===== config.mk =====
export PLATFORM = sky130hd
export DESIGN_NAME = operand_address_generator_flat
export DESIGN_NICKNAME = d
export VERILOG_FILES = /design/src/oag_pkg.sv /design/src/oag_req_if.sv /design/src/oag_rsp_if.sv /design/src/oag_regfile.sv /design/src/oag_calc.sv /design/src/operand_address_generator.sv /design/src/flat_wrapper.sv
export SDC_FILE = /design/constraint.sdc
export NUM_CORES = 2
export LEC_CHECK = 0
export ABC_AREA = 1
export BUFFER_PORTS_ARGS = -buffer_cell sky130_fd_sc_hd__buf_2
export CAP_MARGIN = 30
export CORE_MARGIN = 5
export CORE_UTILIZATION = 50
export DETAILED_ROUTE_END_ITERATION = 8
export HOLD_SLACK_MARGIN = 0.03
export PLACE_DENSITY = 0.68
export SLEW_MARGIN = 25
export SYNTH_ARGS = -nofsm -noshare
export SYNTH_HDL_FRONTEND = slang
export SYNTH_SLANG_ARGS = --single-unit

===== constraint.sdc =====
create_clock -name clock -period 8.4 [get_ports clock]
set_clock_uncertainty 0.1 [all_clocks]
set_input_delay 0.42 -clock clock [delete_from_list [all_inputs] [get_ports clock]]
set_output_delay 0.42 -clock clock [all_outputs]
set_load 0.01 [all_outputs]

===== src/oag_pkg.sv =====
// Shared types and constants for the operand address generator.
`default_nettype none

package oag_pkg;

   // Register file geometry.
   localparam int REG_WORDS = 128;
   localparam int REG_IDX_W = $clog2(REG_WORDS);

   // Request kinds carried in req_type.
   localparam logic REQ_ADDR  = 1'b0;
   localparam logic REQ_WRITE = 1'b1;

   // Addressing modes carried in aa_mode.
   typedef enum logic [1:0] {
      MODE_DIRECT   = 2'd0,
      MODE_IMMED    = 2'd1,
      MODE_INDIRECT = 2'd2,
      MODE_INDEXED  = 2'd3
   } aa_mode_type;

   // One request item as held in the compute stage.
   typedef struct packed {
      logic        req_type;
      logic [1:0]  aa_mode;
      logic        word_op;
      logic [15:0] pc_now;
      logic [7:0]  byte_a;
      logic [7:0]  byte_b;
      logic [7:0]  byte_c;
      logic [6:0]  reg_slot;
      logic [15:0] reg_value;
   } addr_req_type;

   // One result item.
   typedef struct packed {
      logic [15:0] eff_addr;
      logic [15:0] next_pc;
      logic        misaligned;
   } addr_rsp_type;

   // Register file write port.
   typedef struct packed {
      logic                 en;
      logic [REG_IDX_W-1:0] idx;
      logic [15:0]          data;
   } rf_wr_type;

endpackage

`default_nettype wire


===== src/oag_req_if.sv =====
// Request channel of the operand address generator.
`default_nettype none

interface oag_req_if;
   logic        valid;
   logic        ready;
   logic        req_type;
   logic [1:0]  aa_mode;
   logic        word_op;
   logic [15:0] pc_now;
   logic [7:0]  byte_a;
   logic [7:0]  byte_b;
   logic [7:0]  byte_c;
   logic [6:0]  reg_slot;
   logic [15:0] reg_value;

   modport source (
      output valid, req_type, aa_mode, word_op, pc_now, byte_a, byte_b, byte_c,
             reg_slot, reg_value,
      input  ready
   );

   modport sink (
      input  valid, req_type, aa_mode, word_op, pc_now, byte_a, byte_b, byte_c,
             reg_slot, reg_value,
      output ready
   );
endinterface

`default_nettype wire


===== src/oag_rsp_if.sv =====
// Result channel of the operand address generator.
`default_nettype none

interface oag_rsp_if;
   logic        valid;
   logic        ready;
   logic [15:0] eff_addr;
   logic [15:0] next_pc;
   logic        misaligned;

   modport source (
      output valid, eff_addr, next_pc, misaligned,
      input  ready
   );

   modport sink (
      input  valid, eff_addr, next_pc, misaligned,
      output ready
   );
endinterface

`default_nettype wire


===== src/oag_regfile.sv =====
// Register file: synchronous word memory, per-word valid bits and write forwarding.
`default_nettype none

module oag_regfile
   import oag_pkg::*;
(
   input  wire logic                 clock,
   input  wire logic                 reset,
   input  wire logic                 rd_en,
   input  wire logic [REG_IDX_W-1:0] rd_idx,
   input  wire rf_wr_type            wr,
   output logic [15:0]               rd_data
);

   logic [15:0]          reg_words_mem [REG_WORDS];
   logic [15:0]          mem_rd_ff;
   logic [REG_WORDS-1:0] vld_ff;
   logic [REG_WORDS-1:0] vld_in;
   logic                 rd_vld_ff;
   logic                 fwd_ff;
   logic                 fwd_in;
   logic [15:0]          fwd_data_ff;

   // Memory write port.
   always_ff @(posedge clock) begin
      if (wr.en) begin
         reg_words_mem[wr.idx] <= wr.data;
      end
   end

   // Memory read port, registered.
   always_ff @(posedge clock) begin
      if (rd_en) begin
         mem_rd_ff <= reg_words_mem[rd_idx];
      end
   end

   // A word never written since reset reads as zero.
   always_comb begin
      vld_in = vld_ff;
      if (wr.en) begin
         vld_in[wr.idx] = 1'b1;
      end
   end

   // A write landing on the same edge as the read is forwarded.
   assign fwd_in = wr.en && (wr.idx == rd_idx);

   always_ff @(posedge clock) begin
      if (reset) begin
         vld_ff    <= '0;
         rd_vld_ff <= 1'b0;
         fwd_ff    <= 1'b0;
      end else begin
         vld_ff <= vld_in;
         if (rd_en) begin
            rd_vld_ff <= vld_ff[rd_idx];
            fwd_ff    <= fwd_in;
         end
      end
   end

   always_ff @(posedge clock) begin
      if (rd_en) begin
         fwd_data_ff <= wr.data;
      end
   end

   // Pick forwarded data, then memory data, then the reset value.
   always_comb begin
      if (fwd_ff) begin
         rd_data = fwd_data_ff;
      end else if (rd_vld_ff) begin
         rd_data = mem_rd_ff;
      end else begin
         rd_data = 16'h0000;
      end
   end

endmodule

`default_nettype wire


===== src/oag_calc.sv =====
// Address calculation: mode decode, address and pc sums, alignment and writeback.
`default_nettype none

module oag_calc
   import oag_pkg::*;
(
   input  wire addr_req_type  req,
   input  wire logic [15:0]   reg_data,
   output addr_rsp_type       rsp,
   output rf_wr_type          wb
);

   logic [15:0] step;
   logic [15:0] disp;
   logic [15:0] idx_sum;

   assign step    = req.word_op ? 16'd2 : 16'd1;
   assign disp    = req.byte_a[0] ? {req.byte_c, req.byte_b} : {8'h00, req.byte_b};
   assign idx_sum = reg_data + disp;

   // Result fields for each mode; a register write returns all zeros.
   always_comb begin
      rsp     = '0;
      wb.en   = 1'b0;
      wb.idx  = req.byte_a[7:1];
      wb.data = reg_data + step;
      if (req.req_type == REQ_WRITE) begin
         wb.en   = 1'b1;
         wb.idx  = req.reg_slot;
         wb.data = req.reg_value;
      end else begin
         unique case (aa_mode_type'(req.aa_mode))
            MODE_DIRECT: begin
               rsp.eff_addr   = {8'h00, req.byte_a};
               rsp.next_pc    = req.pc_now + 16'd1;
               rsp.misaligned = req.word_op & req.byte_a[0];
            end
            MODE_IMMED: begin
               rsp.eff_addr = req.pc_now;
               rsp.next_pc  = req.pc_now + step;
            end
            MODE_INDIRECT: begin
               rsp.eff_addr   = reg_data;
               rsp.next_pc    = req.pc_now + 16'd1;
               rsp.misaligned = req.word_op & reg_data[0];
               wb.en          = req.byte_a[0];
            end
            MODE_INDEXED: begin
               rsp.eff_addr   = idx_sum;
               rsp.next_pc    = req.pc_now + (req.byte_a[0] ? 16'd3 : 16'd2);
               rsp.misaligned = req.word_op & (disp[0] | idx_sum[0]);
            end
            default: begin
               rsp = '0;
            end
         endcase
      end
   end

endmodule

`default_nettype wire


===== src/operand_address_generator.sv =====
// Operand address generator: 128-word register file and addressing-mode pipeline.
//
// req_ch carries one item per instruction operand: either a register write
// (req_type set) or an address request with mode, word flag, pc and the three
// operand bytes that follow the opcode. rsp_ch returns one item per request:
// operand address, pc after the operand bytes, and a misalignment flag.
// A register write returns zeros in all three fields.
// An accepted item is registered in the compute stage as the register file
// is read; as it leaves that stage, the result is computed, the register
// write or the autoincremented pointer is written back, and the result is
// loaded into the output register, where it is valid on rsp_ch.
// One item is accepted every cycle while rsp_ch does not stall; the single
// write port of the register file is used at most once per item, and a
// write on the same edge as the next item's read is forwarded to it.
// Reset clears all register words to zero at once through per-word valid
// bits, so no clearing pass is needed and requests are taken right away.
// When rsp_ch stalls, the output register holds its item, the compute stage
// holds one more, and req_ch.ready drops until the output drains.
`default_nettype none

module operand_address_generator
   import oag_pkg::*;
(
   input  wire logic clock,
   input  wire logic reset,
   oag_req_if.sink   req_ch,
   oag_rsp_if.source rsp_ch
);

   logic         accept;
   logic         s1_adv;
   logic         s1_vld_ff;
   logic         s1_vld_in;
   addr_req_type s1_req_ff;
   addr_req_type req_in;
   logic         rsp_vld_ff;
   logic         rsp_vld_in;
   addr_rsp_type rsp_ff;
   addr_rsp_type calc_rsp;
   rf_wr_type    calc_wb;
   rf_wr_type    rf_wr;
   logic [15:0]  rf_rd_data;

   // Handshakes: the compute stage frees up when its item moves out.
   assign s1_adv       = s1_vld_ff && (!rsp_vld_ff || rsp_ch.ready);
   assign req_ch.ready = !s1_vld_ff || s1_adv;
   assign accept       = req_ch.valid && req_ch.ready;

   assign req_in.req_type  = req_ch.req_type;
   assign req_in.aa_mode   = req_ch.aa_mode;
   assign req_in.word_op   = req_ch.word_op;
   assign req_in.pc_now    = req_ch.pc_now;
   assign req_in.byte_a    = req_ch.byte_a;
   assign req_in.byte_b    = req_ch.byte_b;
   assign req_in.byte_c    = req_ch.byte_c;
   assign req_in.reg_slot  = req_ch.reg_slot;
   assign req_in.reg_value = req_ch.reg_value;

   // Register file; reads the pointer or base word as the item is accepted.
   oag_regfile u_regfile (
      .clock   (clock),
      .reset   (reset),
      .rd_en   (accept),
      .rd_idx  (req_ch.byte_a[7:1]),
      .wr      (rf_wr),
      .rd_data (rf_rd_data)
   );

   oag_calc u_calc (
      .req      (s1_req_ff),
      .reg_data (rf_rd_data),
      .rsp      (calc_rsp),
      .wb       (calc_wb)
   );

   // Writeback happens only as the item leaves the compute stage.
   always_comb begin
      rf_wr    = calc_wb;
      rf_wr.en = calc_wb.en && s1_adv;
   end

   // Stage valid flags.
   always_comb begin
      s1_vld_in = s1_vld_ff;
      if (accept) begin
         s1_vld_in = 1'b1;
      end else if (s1_adv) begin
         s1_vld_in = 1'b0;
      end
      rsp_vld_in = rsp_vld_ff;
      if (s1_adv) begin
         rsp_vld_in = 1'b1;
      end else if (rsp_ch.ready) begin
         rsp_vld_in = 1'b0;
      end
   end

   always_ff @(posedge clock) begin
      if (reset) begin
         s1_vld_ff  <= 1'b0;
         rsp_vld_ff <= 1'b0;
      end else begin
         s1_vld_ff  <= s1_vld_in;
         rsp_vld_ff <= rsp_vld_in;
      end
   end

   // Payload registers.
   always_ff @(posedge clock) begin
      if (accept) begin
         s1_req_ff <= req_in;
      end
      if (s1_adv) begin
         rsp_ff <= calc_rsp;
      end
   end

   assign rsp_ch.valid      = rsp_vld_ff;
   assign rsp_ch.eff_addr   = rsp_ff.eff_addr;
   assign rsp_ch.next_pc    = rsp_ff.next_pc;
   assign rsp_ch.misaligned = rsp_ff.misaligned;

`ifndef SYNTHESIS
   // A stalled compute stage must not be overwritten by a new item.
   a_no_overrun: assert property (@(posedge clock) disable iff (reset)
      (s1_vld_ff && !s1_adv) |-> !accept)
      else $error("item accepted while compute stage is stalled");

   // A register write produces an all-zero result.
   a_write_zero: assert property (@(posedge clock) disable iff (reset)
      (s1_adv && s1_req_ff.req_type == REQ_WRITE) |=>
      (rsp_ff.eff_addr == 16'h0000 && rsp_ff.next_pc == 16'h0000 && !rsp_ff.misaligned))
      else $error("register write returned a nonzero result");

   // Byte operands are never flagged as misaligned.
   a_byte_aligned: assert property (@(posedge clock) disable iff (reset)
      (s1_adv && !s1_req_ff.word_op) |=> !rsp_ff.misaligned)
      else $error("byte operand flagged as misaligned");

   // The register file is written only when an item leaves the compute stage.
   a_wr_gated: assert property (@(posedge clock) disable iff (reset)
      rf_wr.en |-> (s1_vld_ff && s1_adv))
      else $error("register file written without a moving item");
`endif

endmodule

`default_nettype wire

===== src/flat_wrapper.sv =====
// flat-port wrapper written by rule: the top's interface ports become plain ports
module operand_address_generator_flat import oag_pkg::*;
  (clock, reset, req_ch_valid, req_ch_req_type, req_ch_aa_mode, req_ch_word_op, req_ch_pc_now, req_ch_byte_a, req_ch_byte_b, req_ch_byte_c, req_ch_reg_slot, req_ch_reg_value, req_ch_ready, rsp_ch_valid, rsp_ch_eff_addr, rsp_ch_next_pc, rsp_ch_misaligned, rsp_ch_ready);
  oag_req_if req_ch_i ();
  oag_rsp_if rsp_ch_i ();
  input  wire logic clock;
  input  wire logic reset;
  input wire logic [$bits(req_ch_i.valid)-1:0] req_ch_valid;
  input wire logic [$bits(req_ch_i.req_type)-1:0] req_ch_req_type;
  input wire logic [$bits(req_ch_i.aa_mode)-1:0] req_ch_aa_mode;
  input wire logic [$bits(req_ch_i.word_op)-1:0] req_ch_word_op;
  input wire logic [$bits(req_ch_i.pc_now)-1:0] req_ch_pc_now;
  input wire logic [$bits(req_ch_i.byte_a)-1:0] req_ch_byte_a;
  input wire logic [$bits(req_ch_i.byte_b)-1:0] req_ch_byte_b;
  input wire logic [$bits(req_ch_i.byte_c)-1:0] req_ch_byte_c;
  input wire logic [$bits(req_ch_i.reg_slot)-1:0] req_ch_reg_slot;
  input wire logic [$bits(req_ch_i.reg_value)-1:0] req_ch_reg_value;
  output wire logic [$bits(req_ch_i.ready)-1:0] req_ch_ready;
  output wire logic [$bits(rsp_ch_i.valid)-1:0] rsp_ch_valid;
  output wire logic [$bits(rsp_ch_i.eff_addr)-1:0] rsp_ch_eff_addr;
  output wire logic [$bits(rsp_ch_i.next_pc)-1:0] rsp_ch_next_pc;
  output wire logic [$bits(rsp_ch_i.misaligned)-1:0] rsp_ch_misaligned;
  input wire logic [$bits(rsp_ch_i.ready)-1:0] rsp_ch_ready;
  assign req_ch_i.valid = req_ch_valid;
  assign req_ch_i.req_type = req_ch_req_type;
  assign req_ch_i.aa_mode = req_ch_aa_mode;
  assign req_ch_i.word_op = req_ch_word_op;
  assign req_ch_i.pc_now = req_ch_pc_now;
  assign req_ch_i.byte_a = req_ch_byte_a;
  assign req_ch_i.byte_b = req_ch_byte_b;
  assign req_ch_i.byte_c = req_ch_byte_c;
  assign req_ch_i.reg_slot = req_ch_reg_slot;
  assign req_ch_i.reg_value = req_ch_reg_value;
  assign req_ch_ready = req_ch_i.ready;
  assign rsp_ch_valid = rsp_ch_i.valid;
  assign rsp_ch_eff_addr = rsp_ch_i.eff_addr;
  assign rsp_ch_next_pc = rsp_ch_i.next_pc;
  assign rsp_ch_misaligned = rsp_ch_i.misaligned;
  assign rsp_ch_i.ready = rsp_ch_ready;
  operand_address_generator u_core (.clock(clock), .reset(reset), .req_ch(req_ch_i), .rsp_ch(rsp_ch_i));
endmodule

==> qor.yml <==
floorplanning:
  die_y_microns: 441
  core_area_sq_um: 185000
  start_util_pct: 50.1
  die_area_sq_um: 194000
  fp.dieW_microns: 441
  rows: 158
  ios: 106
global_routing:
  gr-usage-all-layers_pct: 26.0
  grt_overflow: 0
  met1_usage_pct: 36.3
  grt_max_degree: 215
  grt_use_met3_pct: 5.09
  first_global_vias: 59100
  grt_pass1_wl_microns: 380000
  grt.busiest_layer: "met2"
  use_met2_pct: 40.6
  antenna_found_initial: 7
synth:
  ys_top_cells_by_area: "edfxtp_1, o21ai_0, nor2_1"
  ys_seq_area_share_pct: 73.4
  synth_mux_area_share_pct: 0
  synth-xor-area-share_pct: 0.104
  synth_most_common_cell: "edfxtp_1"
  ys_seq_elements: 2312
  synth_flop_cell: "edfxtp_1"
  yosysWarnings: 0
  synth_compound_area_share_pct: 9.99
  synth_area_sq_um: 92800
  async_reset_ff_share_pct: 0
  synth_area_leader_cell: "edfxtp_1"
  yosysUniqueCellTypes: 49
  synth-simple-area-share_pct: 13.1
  synth.top_cell.area_share_pct: 70.5
  synthAdderAreaFrac_pct: 0.388
  syn_inst: 7626
  syn_avg_cell_area_sq_um: 12.2
  synth_nets: 7724
  synth_edf_count: 2180
  synth_top_family_by_area: "simple AND/OR/NAND/NOR gates"
  yosys-top-cells-count: "edfxtp_1, nor2_1, o21ai_0, nand2_1, nand3_1"
critical_path:
  r2r_setup_slack_ns: 3.92
  arrival_ns: 4.94
  reg2reg_to: "u_core.u_regfile.reg_words_mem[51][8]$_DFFE_PP_"
  worst_path_max_delay_cell: "dfxtp_1"
  r2r-start: "u_core.u_regfile.fwd_ff$_SDFFE_PP0P_"
  cp_slowest_stage_delay_ns: 0.73
  crit_fanout: 72
  end_kind: "flip-flop"
  crit_path_cell_trace: "nor2_4 > a22oi_1 > inv_1 > ha_1 > fa_1 > nand2_1 > nor2_1 > nand2_1 > nor2_1 > nand2_1 > nand2_1 > o21ai_4 > buf_4 > buf_4"
  crit_top_cell: "nand2_1"
  required_ns: 8.86
  ff2ff_path_depth: 14
  startpoint_type: "flip-flop"
  worstSetupPathType: "flip-flop to flip-flop"
drt:
  postRouteAntennaNets: 0
  routedWlPerCell_microns: 24.9
  first_pass_iters: 6
  num_vias: 63100
  drt_iter0_drc: 8247
  drc: 0
  viasPerCell: 6.08
  wl_microns: 259000
timing:
  worstMarginPinSlew_ns: 1.35
  hold_violations: 0
  rsz0062_at_grt: "false"
  setup_viol: 0
  tns_ns: 0
  relSlewSlack_pct: 9.70
  period_share_pct: 53.4
  drv_slew: 0
  fmax_mhz: 223
  final_period_minus_worst_setup_slack_ns: 4.48
clocking:
  cts_sinks: 2312
  cts-resized-gates: 0
  clockRootBuffer: "clkbuf_16"
  cts_buffers: 221
  cts_setup_buffers: 0
  clock_latency_ns: 0.89
  path_clk_slew_ns: 0.07
  cts_tree: "yes"
  cts_buffer_depth: 3
  htreeDepth: 4
  hold_buffers: 68
placement:
  io_buffers: 105
  gp_congestion: 0.899
  dpl.hpwl_microns: 139000
  dp.cells: 9900
power:
  power.density_nw_per_um2: 235
  finalPower_mw: 24.5
  irDropWorstVdd_mv: 0.225
  power.leakage_nw: 35.2
run_status:
  status: "completed"
worst_hold_path:
  hold_class: "primary input to flip-flop"
  whs_path_depth: 2
  worstHoldStart: "req_ch_pc_now[3]"
  min_to: "u_core.s1_req_ff[50]$_DFFE_PP_"
layout:
  drive_gt1_share_pct: 9.75
  fillers: 14800
  syn_to_final_growth_pct: 12.4
  instances_no_fill: 10400
  fin_nets: 7811
  fin_util_pct: 56.4
flow_run:
  cap_violations: 0
how the worst max path moves through the flow:
stage | start | endpoint | slack [ns]
floorplan | u_core.u_regfile.fwd_ff$_SDFFE_PP0P_ | u_core.u_regfile.fwd_data_ff[8]$_DFFE_PP_ | 0.15
global placement | u_core.u_regfile.fwd_ff$_SDFFE_PP0P_ | u_core.u_regfile.reg_words_mem[4][4]$_DFFE_PP_ | 3.86
detailed placement | u_core.u_regfile.fwd_ff$_SDFFE_PP0P_ | u_core.u_regfile.reg_words_mem[119][8]$_DFFE_PP_ | 4.03
CTS | u_core.u_regfile.fwd_ff$_SDFFE_PP0P_ | u_core.u_regfile.reg_words_mem[124][8]$_DFFE_PP_ | 4.01
global route | u_core.u_regfile.fwd_ff$_SDFFE_PP0P_ | u_core.u_regfile.reg_words_mem[54][8]$_DFFE_PP_ | 3.66
finish | u_core.u_regfile.fwd_ff$_SDFFE_PP0P_ | u_core.u_regfile.reg_words_mem[51][8]$_DFFE_PP_ | 3.92
state kept, by name, summed over array words and instances, names as in the netlist:
signal,cells
u_core.rsp_ch.eff_addr,16
u_core.rsp_ch.misaligned,1
u_core.rsp_ch.next_pc,16
u_core.rsp_ch.valid,1
u_core.s1_req_ff,67
u_core.s1_vld_ff,1
u_core.u_regfile.fwd_data_ff,16
u_core.u_regfile.fwd_ff,1
u_core.u_regfile.mem_rd_ff,16
u_core.u_regfile.rd_vld_ff,1
u_core.u_regfile.reg_words_mem,2048
u_core.u_regfile.vld_ff,128
kinds of logic after synthesis:
kind of cell	Yosys count
compound gates	1673
xor+xnor	11
fa+ha+maj	27
buf+inv	647
flops	2312
simple gates	2956
cell type report:
class / instances / area (sq um) / area share (%)
Antenna cell: 1 / 2.50 / 0.00240
Clock buffer: 284 / 6010 / 5.76
Multi-Input combinational cell: 4667 / 22000 / 21.1
Timing Repair Buffer: 379 / 3110 / 2.98
Clock inverter: 130 / 1410 / 1.35
Inverter: 132 / 534 / 0.512
Sequential cell: 2312 / 68100 / 65.3
Tap cell: 2480 / 3100 / 2.97
power breakdown:
group	internal [mW]	switching [mW]	leakage (nW)
combinational	0.390	1.23	10.3
clock	5.70	4.35	3.62
sequential	12.8	0.0371	21.2
layer usage:
layer,wire [microns],part of all wire (%)
met1,99700,39
met2,120000,46
met3,28800,11
met4,10500,4.1
met5,0,0
metrics by stage:
| step | area (sq um) | hold slack (ns) | setup WS [ns] |
|---|---|---|---|
| 3_3_place_gp | 96000 | 0.348 | 3.86 |
| 5_1_grt | 104000 | 0.119 | 3.66 |
| 3_5_place_dp | 96200 | 0.357 | 4.03 |
| 4_1_cts | 104000 | 0.0988 | 4.01 |
| 2_1_floorplan | 92800 | 0.340 | 0.146 |
| 6_report | 104000 | 0.155 | 3.92 |
worst max-delay path: cells and delay by family, from the launching register on:
kind,cells,cell delay [ns]
adders and majority gates,2,0.69
and+or+nand+nor,7,0.71
buffers and inverters,3,1.33
DFF,1,0.73
AOI/OAI and AO/OA,2,0.42
cell usage in the layout (no fill, tap or decap), types with 99 or more instances in the layout:
cell type     n
buf_2        99
buf_4       181
clkbuf_16   226
dfxtp_1     132
edfxtp_1   2180
nand2_1     853
nand3_1     669
nor2_1     1350
o21ai_0    1020
o22ai_1     496
No activity file was read; power rests on OpenSTA's default activity.
